## src/hw/rtl/assert_macros.svh

```systemverilog
// Assertion helpers shared by the RTL that checks itself.
// Each macro expects clk and rst_n in scope; checks are off while in reset.
`ifndef ASSERT_MACROS_SVH
`define ASSERT_MACROS_SVH

// Same-cycle implication.
`define DTP_ASSERT_NOW(label, ante, cons, msg) \
    label: assert property (@(posedge clk) disable iff (!rst_n) (ante) |-> (cons)) \
        else $error(msg);

// Next-cycle implication.
`define DTP_ASSERT_NEXT(label, ante, cons, msg) \
    label: assert property (@(posedge clk) disable iff (!rst_n) (ante) |=> (cons)) \
        else $error(msg);

`endif

```

## src/hw/rtl/dtp_pkg.sv

```systemverilog
// Package for the digit text pixel generator: geometry constants, opcodes,
// request/response structs and config geometry helpers. No dependencies.
`timescale 1ns / 1ps

package dtp_pkg;

    localparam int MAX_LINES   = 16;
    localparam int MAX_CHARS   = 64;
    localparam int GLYPH_COLS  = 10;
    localparam int GLYPH_ROWS  = 8;
    localparam int DIGITS      = 10;
    localparam int MARGIN      = 2;
    localparam int LINE_GAP    = 2;
    localparam int PITCH       = GLYPH_ROWS + LINE_GAP;

    localparam int LINE_W      = $clog2(MAX_LINES);
    localparam int POS_W       = $clog2(MAX_CHARS);
    localparam int TEXT_AW     = LINE_W + POS_W;
    localparam int TEXT_DEPTH  = MAX_LINES * MAX_CHARS;
    localparam int GLYPH_DEPTH = DIGITS * GLYPH_COLS;
    localparam int GLYPH_AW    = $clog2(GLYPH_DEPTH);
    localparam int DIGIT_W     = 4;
    localparam int GCOL_W      = 4;
    localparam int BIT_W       = $clog2(GLYPH_ROWS);
    localparam int ROW_W       = 8;
    localparam int COL_W       = 10;
    localparam int CHAR_W      = 8;
    localparam int PIX_W       = 8;
    localparam int LCNT_W      = 5;
    localparam int LLEN_W      = 7;
    localparam int CFG_IDX_W   = 2;
    localparam int CFG_DATA_W  = 7;

    // x / 10 == (x * 205) >> 11 for every x below 1029
    localparam int DIV10_MUL   = 205;
    localparam int DIV10_SHIFT = 11;
    localparam int MUL_W       = 8;

    localparam logic [PIX_W-1:0]  PAPER     = 8'hFF;
    localparam logic [PIX_W-1:0]  INK       = 8'h00;
    localparam logic [CHAR_W-1:0] CHAR_ZERO = 8'd48;
    localparam logic [CHAR_W-1:0] CHAR_NINE = 8'd57;

    localparam logic [CFG_IDX_W-1:0] CFG_LINE_COUNT  = 2'd0;
    localparam logic [CFG_IDX_W-1:0] CFG_LINE_LENGTH = 2'd1;
    localparam logic [CFG_IDX_W-1:0] CFG_ITALIC      = 2'd2;

    typedef enum logic [1:0] {
        OP_GLYPH = 2'd0,
        OP_TEXT  = 2'd1,
        OP_PIXEL = 2'd2,
        OP_NOP   = 2'd3
    } dtp_op_t;

    // pixel class carried down the pipe
    typedef enum logic [1:0] {
        PX_OOB,
        PX_PAD,
        PX_PAPER,
        PX_CELL
    } dtp_kind_t;

    typedef struct packed {
        dtp_op_t               op;
        logic [DIGIT_W-1:0]    digit_index;
        logic [GCOL_W-1:0]     glyph_column;
        logic [GLYPH_ROWS-1:0] glyph_bits;
        logic [LINE_W-1:0]     text_line;
        logic [POS_W-1:0]      text_position;
        logic [CHAR_W-1:0]     char_code;
        logic [ROW_W-1:0]      pixel_row;
        logic [COL_W-1:0]      pixel_column;
    } dtp_req_t;

    typedef struct packed {
        logic [PIX_W-1:0] pixel_value;
        logic             out_of_image;
    } dtp_rsp_t;

    // image geometry derived from the config registers
    typedef struct packed {
        logic [COL_W-1:0] width;
        logic [COL_W-1:0] row_bytes;
        logic [ROW_W-1:0] height;
        logic             italic;
    } dtp_geom_t;

    function automatic logic [COL_W-1:0] image_width(input logic [LLEN_W-1:0] len_raw);
        logic [LLEN_W-1:0] len;
        logic [COL_W-1:0]  len_x;
        len = len_raw;
        if (len_raw == '0)
            len = LLEN_W'(1);
        else if (len_raw > LLEN_W'(MAX_CHARS))
            len = LLEN_W'(MAX_CHARS);
        len_x = COL_W'(len);
        return (len_x << 3) + (len_x << 1) + COL_W'(2 * MARGIN);
    endfunction

    function automatic logic [COL_W-1:0] image_row_bytes(input logic [COL_W-1:0] width);
        logic [COL_W-1:0] up;
        up = width + COL_W'(3);
        return {up[COL_W-1:2], 2'b00};
    endfunction

    function automatic logic [ROW_W-1:0] image_height(input logic [LCNT_W-1:0] cnt_raw);
        logic [LCNT_W-1:0] cnt;
        logic [ROW_W-1:0]  cnt_x;
        cnt = cnt_raw;
        if (cnt_raw == '0)
            cnt = LCNT_W'(1);
        else if (cnt_raw > LCNT_W'(MAX_LINES))
            cnt = LCNT_W'(MAX_LINES);
        cnt_x = ROW_W'(cnt);
        return (cnt_x << 3) + (cnt_x << 1) + ROW_W'(MARGIN);
    endfunction

endpackage

```

## src/hw/rtl/dtp_cfg.sv

```systemverilog
// Config registers, kept as ready-made image geometry (width, padded row, height, italic).
// Depends on dtp_pkg.
`timescale 1ns / 1ps

module dtp_cfg
    import dtp_pkg::*;
(
    input  logic                  clk,
    input  logic                  rst_n,
    input  logic                  cfg_valid,
    input  logic [CFG_IDX_W-1:0]  cfg_index,
    input  logic [CFG_DATA_W-1:0] cfg_data,
    output dtp_geom_t             geom
);

    dtp_geom_t geom_reg;
    dtp_geom_t geom_next;
    logic [COL_W-1:0] new_width;

    assign new_width = image_width(cfg_data[LLEN_W-1:0]);

    always_comb
    begin
        geom_next = geom_reg;
        if (cfg_valid)
        begin
            unique case (cfg_index)
                CFG_LINE_COUNT:
                begin
                    geom_next.height = image_height(cfg_data[LCNT_W-1:0]);
                end
                CFG_LINE_LENGTH:
                begin
                    geom_next.width     = new_width;
                    geom_next.row_bytes = image_row_bytes(new_width);
                end
                CFG_ITALIC:
                begin
                    geom_next.italic = cfg_data[0];
                end
                default:
                begin
                    geom_next = geom_reg;
                end
            endcase
        end
    end

    always_ff @(posedge clk or negedge rst_n)
    begin
        if (!rst_n)
        begin
            geom_reg.width     <= image_width(LLEN_W'(1));
            geom_reg.row_bytes <= image_row_bytes(image_width(LLEN_W'(1)));
            geom_reg.height    <= image_height(LCNT_W'(1));
            geom_reg.italic    <= 1'b1;
        end
        else
        begin
            geom_reg <= geom_next;
        end
    end

    assign geom = geom_reg;

endmodule

```

## config.mk

```make
export PLATFORM = sky130hd
export DESIGN_NAME = dtp_cfg
export DESIGN_NICKNAME = d
export VERILOG_FILES = /design/src/hw/rtl/assert_macros.svh /design/src/hw/rtl/dtp_pkg.sv /design/src/hw/rtl/dtp_cfg.sv
export SDC_FILE = /design/constraint.sdc
export NUM_CORES = 1
export LEC_CHECK = 0
export BUFFER_PORTS_ARGS = -buffer_cell sky130_fd_sc_hd__buf_2
export CORE_UTILIZATION = 30
export CTS_CLUSTER_DIAMETER = 40
export DETAILED_ROUTE_END_ITERATION = 16
export GPL_TIMING_DRIVEN = 0
export PLACE_DENSITY = 0.52
export SETUP_SLACK_MARGIN = 0.02
export SYNTH_ARGS = -nofsm -noshare
export SYNTH_HDL_FRONTEND = slang
export SYNTH_SLANG_ARGS = --single-unit
```

## constraint.sdc

```tcl
create_clock -name clk -period 0.9 [get_ports clk]
set_clock_uncertainty 0.1 [all_clocks]
set_input_delay 0 -clock clk [delete_from_list [all_inputs] [get_ports clk]]
set_output_delay 0 -clock clk [all_outputs]
set_load 0.02 [all_outputs]
```

==> reports/metrics.csv <==
metric;value;unit
RSZ-0062 raised after global routing;true;
P_sw;1380;uW
clock buffer count from CTS;3;
Reg area;634;um^2
die area;5640;um^2
WP data required;1.00;ns
vias in the first global route;1394;
synthesized netlist cell count;170;
worst vdd ir;0.000893;V
Seq pwr share;38.0;%
Slew HR;62.5;%
first-pass GRT wire length;6420;um
nets;267;
Power Total;4080;uW
Cells after DPL;279;
Antenna diodes;0;
Synth top area share;28.1;%
Core Region;5140;um^2
Crit Path Max Fanout;6;
Worst-Margin Slew;0.562;ns
Mapped Area;1600;um^2
final-report setup violation count;37;
via/cell ratio;4.61;
R2R Setup Slk;0;ns
min-delay worst type;input port to flip-flop;
status;finished with violations;
max-slew violation count;0;
CTS Hold Bufs;3;
Syn Area/Cell;9.43;um^2
CP Capture Type;flip-flop;
Synth area leader;dfrtp_1;
via count;1442;
ys flop type;dfrtp_1;
Distinct cells, synth;45;
failing checks;negative hold slack, negative setup slack;
Worst-path clk slew;0.09;ns
GRT Resource Usage Total;14.9;%
fin crit share;210;%
most frequent cells in the layout;32 x buf_4, 28 x buf_6, 24 x nand2_1;
CP Launch Type;input port;
clock period minus worst slack;1.89;ns
largest net degree at the start of global routing;26;
Area growth, synth to finish;61.3;%
Pleak;0.00119;uW
Die Width;75.1;um
Core Rows;26;
worst setup margin;-0.990;ns
DRC Markers;0;
CTS sink count;25;
WS Path Type;input port to flip-flop;
Sw Share;33.7;%
Largest register FFs;25;
Pint;2710;uW
Final Non-Filler Cells;313;
hold_ws;-0.0907;ns
Final ANT Viol Nets;0;
worst skew pair latency;0.26;ns
Cell Pwr Density;1580;nW/um^2
#FFs+latches synth;25;
EDFF count, synth;0;
clk root buf;clkbuf_8;
Avg WL per Cell;12.3;um
Die Y;75.1;um
effective utilization at floorplan;31.2;%
Async SR Flop Fraction;100;%
Final Hold Viols;3;
Warnings, synthesis;0;
Comb power frac;45.5;%
total gr overflow;0;
share of layout cells above drive strength 1;53.1;%
clock share of power;16.6;%
final WL;3860;um
commonest non-fill, non-tap cell in the layout;buf_4;
max_cap viols;0;
Fin Setup TNS;-13.09;ns
IO Count;41;
fill count;507;
Clock Tree Buf Depth;2;
register area share after synthesis;39.6;%
Iter 0 DRT Violations;42;
dpl ws;-1.61;ns
area of the multi-input gates;1110;um^2
Max Clk Rate;529;MHz
Critical Path AT;1.99;ns
post-DP HPWL;2750;um
IO buf count;36;
synth top area cells;dfrtp_1 28%, dfstp_2 11%, ha_1 7.8%, o21ai_0 6.2%, nand2_1 5.6%;
routability cong.;0.759;
Pre-antenna DRT Iters;4;
H-tree levels;1;
antenna violations before repair;0;
CTS tree;done;
-- path summary, 6_finish.rpt --
check | from | to | cells past startpoint
max | cfg_data[6] | geom[18]$_DFFE_PN0P_ | 12
min | cfg_index[0] | geom[3]$_DFFE_PN1P_ | 4
max reg2reg | geom[3]$_DFFE_PN1P_ | geom[3]$_DFFE_PN1P_ | 3
min reg2reg | geom[21]$_DFFE_PN1P_ | geom[21]$_DFFE_PN1P_ | 2
max in group asynchronous | rst_n | geom[22]$_DFFE_PN1P_ | 2
min in group asynchronous | rst_n | geom[6]$_DFFE_PN0P_ | 2
-- kinds of logic after synthesis --
kind of cell	share of synthesized area (%)
AO/OA/AOI/OAI	15.9
other	0.234
multiplexers	3.43
buffers and inverters	4.76
AND/OR/NAND/NOR	20.5
flip-flops	39.6
XOR/XNOR	6.56
adder cells (fa/ha/maj)	9.06
-- synth_stat cells, types with 5 or more instances --
library cell / number
nand2_1: 24
inv_1: 5
clkbuf_1: 6
ha_1: 10
nor2b_1: 8
o21ai_0: 20
dfstp_2: 7
nor2_1: 7
a21oi_1: 5
xnor2_1: 8
dfrtp_1: 18
-- critical path, stage by stage --
cell       delay (ns)
buf_6            0.10
buf_8            0.12
nor3_2           0.09
a21o_1           0.20
inv_2            0.06
fa_2             0.41
nor2b_4          0.17
o221a_2          0.23
nor2_1           0.05
a2bb2oi_2        0.16
o31a_1           0.30
o21ai_2          0.11
-- metrics by stage --
stage / util (%) / area (um^2)
floorplan: - / 1680
global placement: 37.8 / 1940
detailed placement: 37.8 / 1940
CTS: 47.9 / 2460
global route: 50.3 / 2580
finish: 50.3 / 2580
-- what timing repair did --
action / 4_1_cts / 5_1_grt
endpoints found under the setup margin: 45 / 48
resized for setup: 92 / 15
buffers inserted: 18 / 9
gates cloned: 0 / 0
hold endpoints to repair: 24 / 2
pin swaps: 20 / 8
-- power groups by stage --
stage          clock network [uW]  registers (uW)  logic (uW)
6_report                      676            1550        1860
5_1_grt                       745            1580        2020
4_1_cts                       705            1550        1730
3_5_place_dp                    0            1520        1230
3_3_place_gp                    0            1510        1220
2_1_floorplan                   0            1810         542
-- area by class of cell --
| cell class | instances | area share, % |
|---|---|---|
| multi-input combinational | 132 | 42.9 |
| buffer | 11 | 3.39 |
| sequential | 25 | 24.5 |
| inverter | 5 | 0.726 |
| clock buffer | 3 | 1.60 |
| timing repair buffer | 66 | 23.2 |
| tap | 70 | 3.39 |
| clock inverter | 1 | 0.194 |
-- routing by layer --
| metal | vias to the layer above | wire length, um | track usage [%] |
|---|---|---|---|
| met3 | 2 | 93 | 2.14 |
| met5 | - | 0 | 0 |
| met2 | 21 | 1950 | 26.1 |
| met4 | 0 | 22 | 4.40 |
| li1 | 728 | - | - |
| met1 | 691 | 1800 | 18.8 |
No activity file was read; power rests on OpenSTA's default activity.
