$ cat src/hw/rtl/assert_macros.svh
// Assertion helpers shared by the RTL that checks itself.
// Each macro expects clk and rst_n in scope; checks are off while in reset.
`ifndef ASSERT_MACROS_SVH
`define ASSERT_MACROS_SVH

// Same-cycle implication.
`define DTP_ASSERT_NOW(label, ante, cons, msg) \
    label: assert property (@(posedge clk) disable iff (!rst_n) (ante) |-> (cons)) \
        else $error(msg);

// Next-cycle implication.
`define DTP_ASSERT_NEXT(label, ante, cons, msg) \
    label: assert property (@(posedge clk) disable iff (!rst_n) (ante) |=> (cons)) \
        else $error(msg);

`endif

$ cat src/hw/rtl/dtp_pkg.sv
// Package for the digit text pixel generator: geometry constants, opcodes,
// request/response structs and config geometry helpers. No dependencies.
`timescale 1ns / 1ps

package dtp_pkg;

    localparam int MAX_LINES   = 16;
    localparam int MAX_CHARS   = 64;
    localparam int GLYPH_COLS  = 10;
    localparam int GLYPH_ROWS  = 8;
    localparam int DIGITS      = 10;
    localparam int MARGIN      = 2;
    localparam int LINE_GAP    = 2;
    localparam int PITCH       = GLYPH_ROWS + LINE_GAP;

    localparam int LINE_W      = $clog2(MAX_LINES);
    localparam int POS_W       = $clog2(MAX_CHARS);
    localparam int TEXT_AW     = LINE_W + POS_W;
    localparam int TEXT_DEPTH  = MAX_LINES * MAX_CHARS;
    localparam int GLYPH_DEPTH = DIGITS * GLYPH_COLS;
    localparam int GLYPH_AW    = $clog2(GLYPH_DEPTH);
    localparam int DIGIT_W     = 4;
    localparam int GCOL_W      = 4;
    localparam int BIT_W       = $clog2(GLYPH_ROWS);
    localparam int ROW_W       = 8;
    localparam int COL_W       = 10;
    localparam int CHAR_W      = 8;
    localparam int PIX_W       = 8;
    localparam int LCNT_W      = 5;
    localparam int LLEN_W      = 7;
    localparam int CFG_IDX_W   = 2;
    localparam int CFG_DATA_W  = 7;

    // x / 10 == (x * 205) >> 11 for every x below 1029
    localparam int DIV10_MUL   = 205;
    localparam int DIV10_SHIFT = 11;
    localparam int MUL_W       = 8;

    localparam logic [PIX_W-1:0]  PAPER     = 8'hFF;
    localparam logic [PIX_W-1:0]  INK       = 8'h00;
    localparam logic [CHAR_W-1:0] CHAR_ZERO = 8'd48;
    localparam logic [CHAR_W-1:0] CHAR_NINE = 8'd57;

    localparam logic [CFG_IDX_W-1:0] CFG_LINE_COUNT  = 2'd0;
    localparam logic [CFG_IDX_W-1:0] CFG_LINE_LENGTH = 2'd1;
    localparam logic [CFG_IDX_W-1:0] CFG_ITALIC      = 2'd2;

    typedef enum logic [1:0] {
        OP_GLYPH = 2'd0,
        OP_TEXT  = 2'd1,
        OP_PIXEL = 2'd2,
        OP_NOP   = 2'd3
    } dtp_op_t;

    // pixel class carried down the pipe
    typedef enum logic [1:0] {
        PX_OOB,
        PX_PAD,
        PX_PAPER,
        PX_CELL
    } dtp_kind_t;

    typedef struct packed {
        dtp_op_t               op;
        logic [DIGIT_W-1:0]    digit_index;
        logic [GCOL_W-1:0]     glyph_column;
        logic [GLYPH_ROWS-1:0] glyph_bits;
        logic [LINE_W-1:0]     text_line;
        logic [POS_W-1:0]      text_position;
        logic [CHAR_W-1:0]     char_code;
        logic [ROW_W-1:0]      pixel_row;
        logic [COL_W-1:0]      pixel_column;
    } dtp_req_t;

    typedef struct packed {
        logic [PIX_W-1:0] pixel_value;
        logic             out_of_image;
    } dtp_rsp_t;

    // image geometry derived from the config registers
    typedef struct packed {
        logic [COL_W-1:0] width;
        logic [COL_W-1:0] row_bytes;
        logic [ROW_W-1:0] height;
        logic             italic;
    } dtp_geom_t;

    function automatic logic [COL_W-1:0] image_width(input logic [LLEN_W-1:0] len_raw);
        logic [LLEN_W-1:0] len;
        logic [COL_W-1:0]  len_x;
        len = len_raw;
        if (len_raw == '0)
            len = LLEN_W'(1);
        else if (len_raw > LLEN_W'(MAX_CHARS))
            len = LLEN_W'(MAX_CHARS);
        len_x = COL_W'(len);
        return (len_x << 3) + (len_x << 1) + COL_W'(2 * MARGIN);
    endfunction

    function automatic logic [COL_W-1:0] image_row_bytes(input logic [COL_W-1:0] width);
        logic [COL_W-1:0] up;
        up = width + COL_W'(3);
        return {up[COL_W-1:2], 2'b00};
    endfunction

    function automatic logic [ROW_W-1:0] image_height(input logic [LCNT_W-1:0] cnt_raw);
        logic [LCNT_W-1:0] cnt;
        logic [ROW_W-1:0]  cnt_x;
        cnt = cnt_raw;
        if (cnt_raw == '0)
            cnt = LCNT_W'(1);
        else if (cnt_raw > LCNT_W'(MAX_LINES))
            cnt = LCNT_W'(MAX_LINES);
        cnt_x = ROW_W'(cnt);
        return (cnt_x << 3) + (cnt_x << 1) + ROW_W'(MARGIN);
    endfunction

endpackage

$ cat src/hw/rtl/dtp_glyph_store.sv
// Digit glyph memory: ten digits by GLYPH_COLS column bytes, addressed by digit and column.
// Depends on dtp_pkg.
`timescale 1ns / 1ps

module dtp_glyph_store
    import dtp_pkg::*;
(
    input  logic                  clk,
    input  logic                  wr_en,
    input  logic [DIGIT_W-1:0]    wr_digit,
    input  logic [GCOL_W-1:0]     wr_col,
    input  logic [GLYPH_ROWS-1:0] wr_data,
    input  logic                  rd_en,
    input  logic [DIGIT_W-1:0]    rd_digit,
    input  logic [GCOL_W-1:0]     rd_col,
    output logic [GLYPH_ROWS-1:0] rd_data
);

    logic [GLYPH_ROWS-1:0] mem [GLYPH_DEPTH];
    logic [GLYPH_ROWS-1:0] rd_data_reg;
    logic [GLYPH_AW-1:0]   wr_addr;
    logic [GLYPH_AW-1:0]   rd_addr;
    logic                  wr_ok;

    // digit * 10 + column
    assign wr_addr = (GLYPH_AW'(wr_digit) << 3) + (GLYPH_AW'(wr_digit) << 1)
                   + GLYPH_AW'(wr_col);
    assign rd_addr = (GLYPH_AW'(rd_digit) << 3) + (GLYPH_AW'(rd_digit) << 1)
                   + GLYPH_AW'(rd_col);
    // out-of-range loads are dropped
    assign wr_ok   = (wr_digit < DIGIT_W'(DIGITS)) && (wr_col < GCOL_W'(GLYPH_COLS));

    always_ff @(posedge clk)
    begin
        if (wr_en && wr_ok)
            mem[wr_addr] <= wr_data;
        if (rd_en)
            rd_data_reg <= mem[rd_addr];
    end

    assign rd_data = rd_data_reg;

endmodule
$ cat config.mk
export PLATFORM = sky130hd
export DESIGN_NAME = dtp_glyph_store
export DESIGN_NICKNAME = d
export VERILOG_FILES = /design/src/hw/rtl/assert_macros.svh /design/src/hw/rtl/dtp_pkg.sv /design/src/hw/rtl/dtp_glyph_store.sv
export SDC_FILE = /design/constraint.sdc
export NUM_CORES = 1
export LEC_CHECK = 0
export ABC_AREA = 1
export BUFFER_PORTS_ARGS = -buffer_cell sky130_fd_sc_hd__buf_2
export CAP_MARGIN = 5
export CORE_ASPECT_RATIO = 1.25
export CORE_MARGIN = 5
export CORE_UTILIZATION = 55
export CTS_CLUSTER_DIAMETER = 100
export DETAILED_ROUTE_END_ITERATION = 6
export HOLD_SLACK_MARGIN = 0.05
export PLACE_DENSITY = 0.84
export SLEW_MARGIN = 5
export SYNTH_ARGS = -nofsm -noshare
export SYNTH_HDL_FRONTEND = slang
export SYNTH_SLANG_ARGS = --single-unit
$ cat constraint.sdc
create_clock -name clk -period 2.5 [get_ports clk]
set_input_delay 0.125 -clock clk [delete_from_list [all_inputs] [get_ports clk]]
set_output_delay 0.125 -clock clk [all_outputs]
set_load 0.02 [all_outputs]
==> metrics.md <==
| Metric | Value |
|---|---|
| Hold Path Depth | `1` |
| Final Critical Period | `2.49 ns` |
| Post-Synthesis Cell Area | `0.0342 mm^2` |
| Drt total wl | `between 90,000 and 100,000 um` |
| FILL cells | `4,294` |
| Failing checks | `design-rule violations` |
| Clock sinks | `between 800 and 900` |
| Finish-stage setup viols | `0` |
| Leakage | `15.5 nW` |
| Worst setup SP type | `primary input` |
| Clock buffer depth | `3` |
| Ports | `35` |
| Skew-Pair Late Insertion Delay | `0.63 ns` |
| Starting density of the core | `0.554` |
| Total core area | `0.0618 mm^2` |
| Distinct cells, synth | `24` |
| Layout area overhead | `15.1%` |
| Pin count of the biggest net entering global routing | `117` |
| DP HPWL | `55,200 um` |
| Max-Cap Viols | `0` |
| Root Driver | `clkbuf_16` |
| Critical-path maximum fanout | `8` |
| DP Area | `0.0369 mm^2` |
| RSZ-0062 raised after global routing | `true` |
| Worst VDD drop | `554 uV` |
| Drt pass-1 iters | `7` |
| Leading area contributor after synthesis | `edfxtp_1` |
| Critical path class | `in -> reg` |
| Synth warn | `0` |
| DRC | `2` |
| Fmax | `between 0.4 and 0.5 GHz` |
| Gr usage total | `0.268` |
| Starting DRT DRC Count | `3,632` |
| Most frequent cells in the layout | `nand2_1 (1,002), edfxtp_1 (808), nand3_1 (573)` |
| CTS tree | `done` |
| Share of layout cells above drive strength 1 | `0.120` |
| Critical Path RT | `2.75 ns` |
| CP endpoint kind | `flip-flop` |
| Final hold vios | `0` |
| Slew Viols, Final | `0` |
| Die width | `233 um` |
| GPL Wtd Cong | `approximately 0.94` |
| Outcome | `finished, violations left` |
| Synth Instances | `3,106` |
| Vias per cell | `5.83` |
| Synth top area share | `0.709` |
| Number of synthesized register bits | `808` |
| Number of global-route vias before repair | `between 20,000 and 25,000` |
| First-pass GRT wire length | `137,000 um` |
| Slew margin rel. | `0.399` |
| R2R depth | `10` |
| Die area | `0.0674 mm^2` |
| Pwr/cell area | `771 mW/mm^2` |
| Worst-path clk slew | `~0.060 ns` |
| Worst-margin pin slew | `0.901 ns` |
| Via count | `24,382` |
| Grt ovf | `0` |
| Mapped Nets | `3,151` |
| Final nets | `3,336` |
| Avg Cell Area, Syn | `11.0 um^2` |
| Die Ht | `289 um` |
| ANT nets after route | `0` |
| Register area share after synthesis | `0.709` |
| WP data arrival | `2.74 ns` |
| Initial antenna violation count | `3` |
| Port Buffer Count | `34` |
| Hold Crit Class | `in -> reg` |
| Design area | `0.0394 mm^2` |
| Commonest non-fill, non-tap cell in the layout | `nand2_1` |
| Max FFs per register | `800` |
| Antenna cell count | `0` |
| Final core utilization | `0.638` |
| Inserted Clock Buffers | `73` |
| H-tree Lvls | `3` |
| Crit share post-route | `0.995` |
| FP Rows | `around 100` |
| Clk_skew | `0.0251 ns` |
| Top post-synthesis cells by area | `edfxtp_1 (71%), nand2_1 (11%), nand3_1 (8.4%)` |
| Routed WL per cell | `21.7 um` |
## cell families (layout without fill, tap and decap cells)
kind of cell / count (synthesis) / in the layout / share of synthesized area
AOI/OAI and AO/OA: 87 / 87 / 0.0155
buffers and inverters: 437 / 678 / 0.0537
xor gates and xnor gates: 5 / 5 / 0.00150
and+or+nand+nor: 1751 / 1751 / 0.213
adders and majority gates: 18 / 18 / 0.00746
DFF: 808 / 808 / 0.709
## metrics by stage
step	TNS (ns)	hold WS (ns)	cells	setup WS [ns]	total power, mW
2_1_floorplan	-34.90	0.224	3106	-0.0682	17.4
3_3_place_gp	-240.61	0.547	4042	-0.472	19.1
3_5_place_dp	-274.85	0.546	4042	-0.545	19.2
4_1_cts	0	0.0690	4179	0.0353	30.3
5_1_grt	-2.13	0.108	4179	-0.0845	31.3
6_report	0	0.109	4179	0.0122	30.4
## worst max-delay path: stages
cell     delay (ns)
buf_2          0.11
ha_1           0.28
ha_1           0.22
fa_1           0.46
nand3_1        0.12
nand2_1        0.10
xnor2_2        0.18
nor2_1         0.18
nand2_1        0.32
nor2_1         0.64
## power breakdown
group | switching [mW] | internal [mW]
sequential | 0.0622 | 15.0
combinational | 2.78 | 1.24
clock | 4.82 | 6.48
total | 7.66 | 22.7
## timing repair
action,CTS,global route
endpoints found under the hold margin,173,0
hold buffers,6,0
endpoints found under the setup margin,23,493
setup buffers,0,0
resized for setup,2,10
pin swaps,0,0
## routing by layer
metal  global-route usage  share of wire
met1                0.317           0.33
met2                0.458           0.50
met3               0.0501           0.10
met4                0.161          0.068
met5                    0              0
## final cells by class
type                    instances  area (um^2)  share of cell area
flip-flops and latches        808        24300               0.616
multi-input cells            1861         8200               0.208
repair buffers                287         2540              0.0644
clock buffers                  96         2040              0.0518
well taps                     832         1040              0.0264
inverters                     260          990              0.0251
clock inverters                35          345             0.00876
## cell usage after synthesis
cell / count
clkbuf_1: 43
buf_6: 1
o211ai_1: 34
buf_1: 14
nand2_1: 1004
nand3_1: 573
fa_1: 4
edfxtp_1: 808
nand2_2: 1
o21ai_0: 38
o21ai_1: 3
clkinv_1: 1
or2_1: 1
xnor2_2: 1
buf_4: 17
inv_1: 257
a21oi_1: 4
inv_2: 2
xnor2_1: 2
nor2_1: 172
ha_1: 14
buf_2: 102
xor2_1: 2
o22ai_1: 8
## path summary, 6_finish.rpt
kind / end / slack, ns / startpoint
hold / removal: mem[72][5] / 0.11 / wr_data[5]
setup reg to reg: rd_data[3] / 0.81 / mem[45][3]
setup / recovery: mem[68][1] / 0.01 / wr_digit[1]
hold reg to reg: rd_data[1] / 0.85 / mem[96][1]
(Power assumes the default switching activity.)
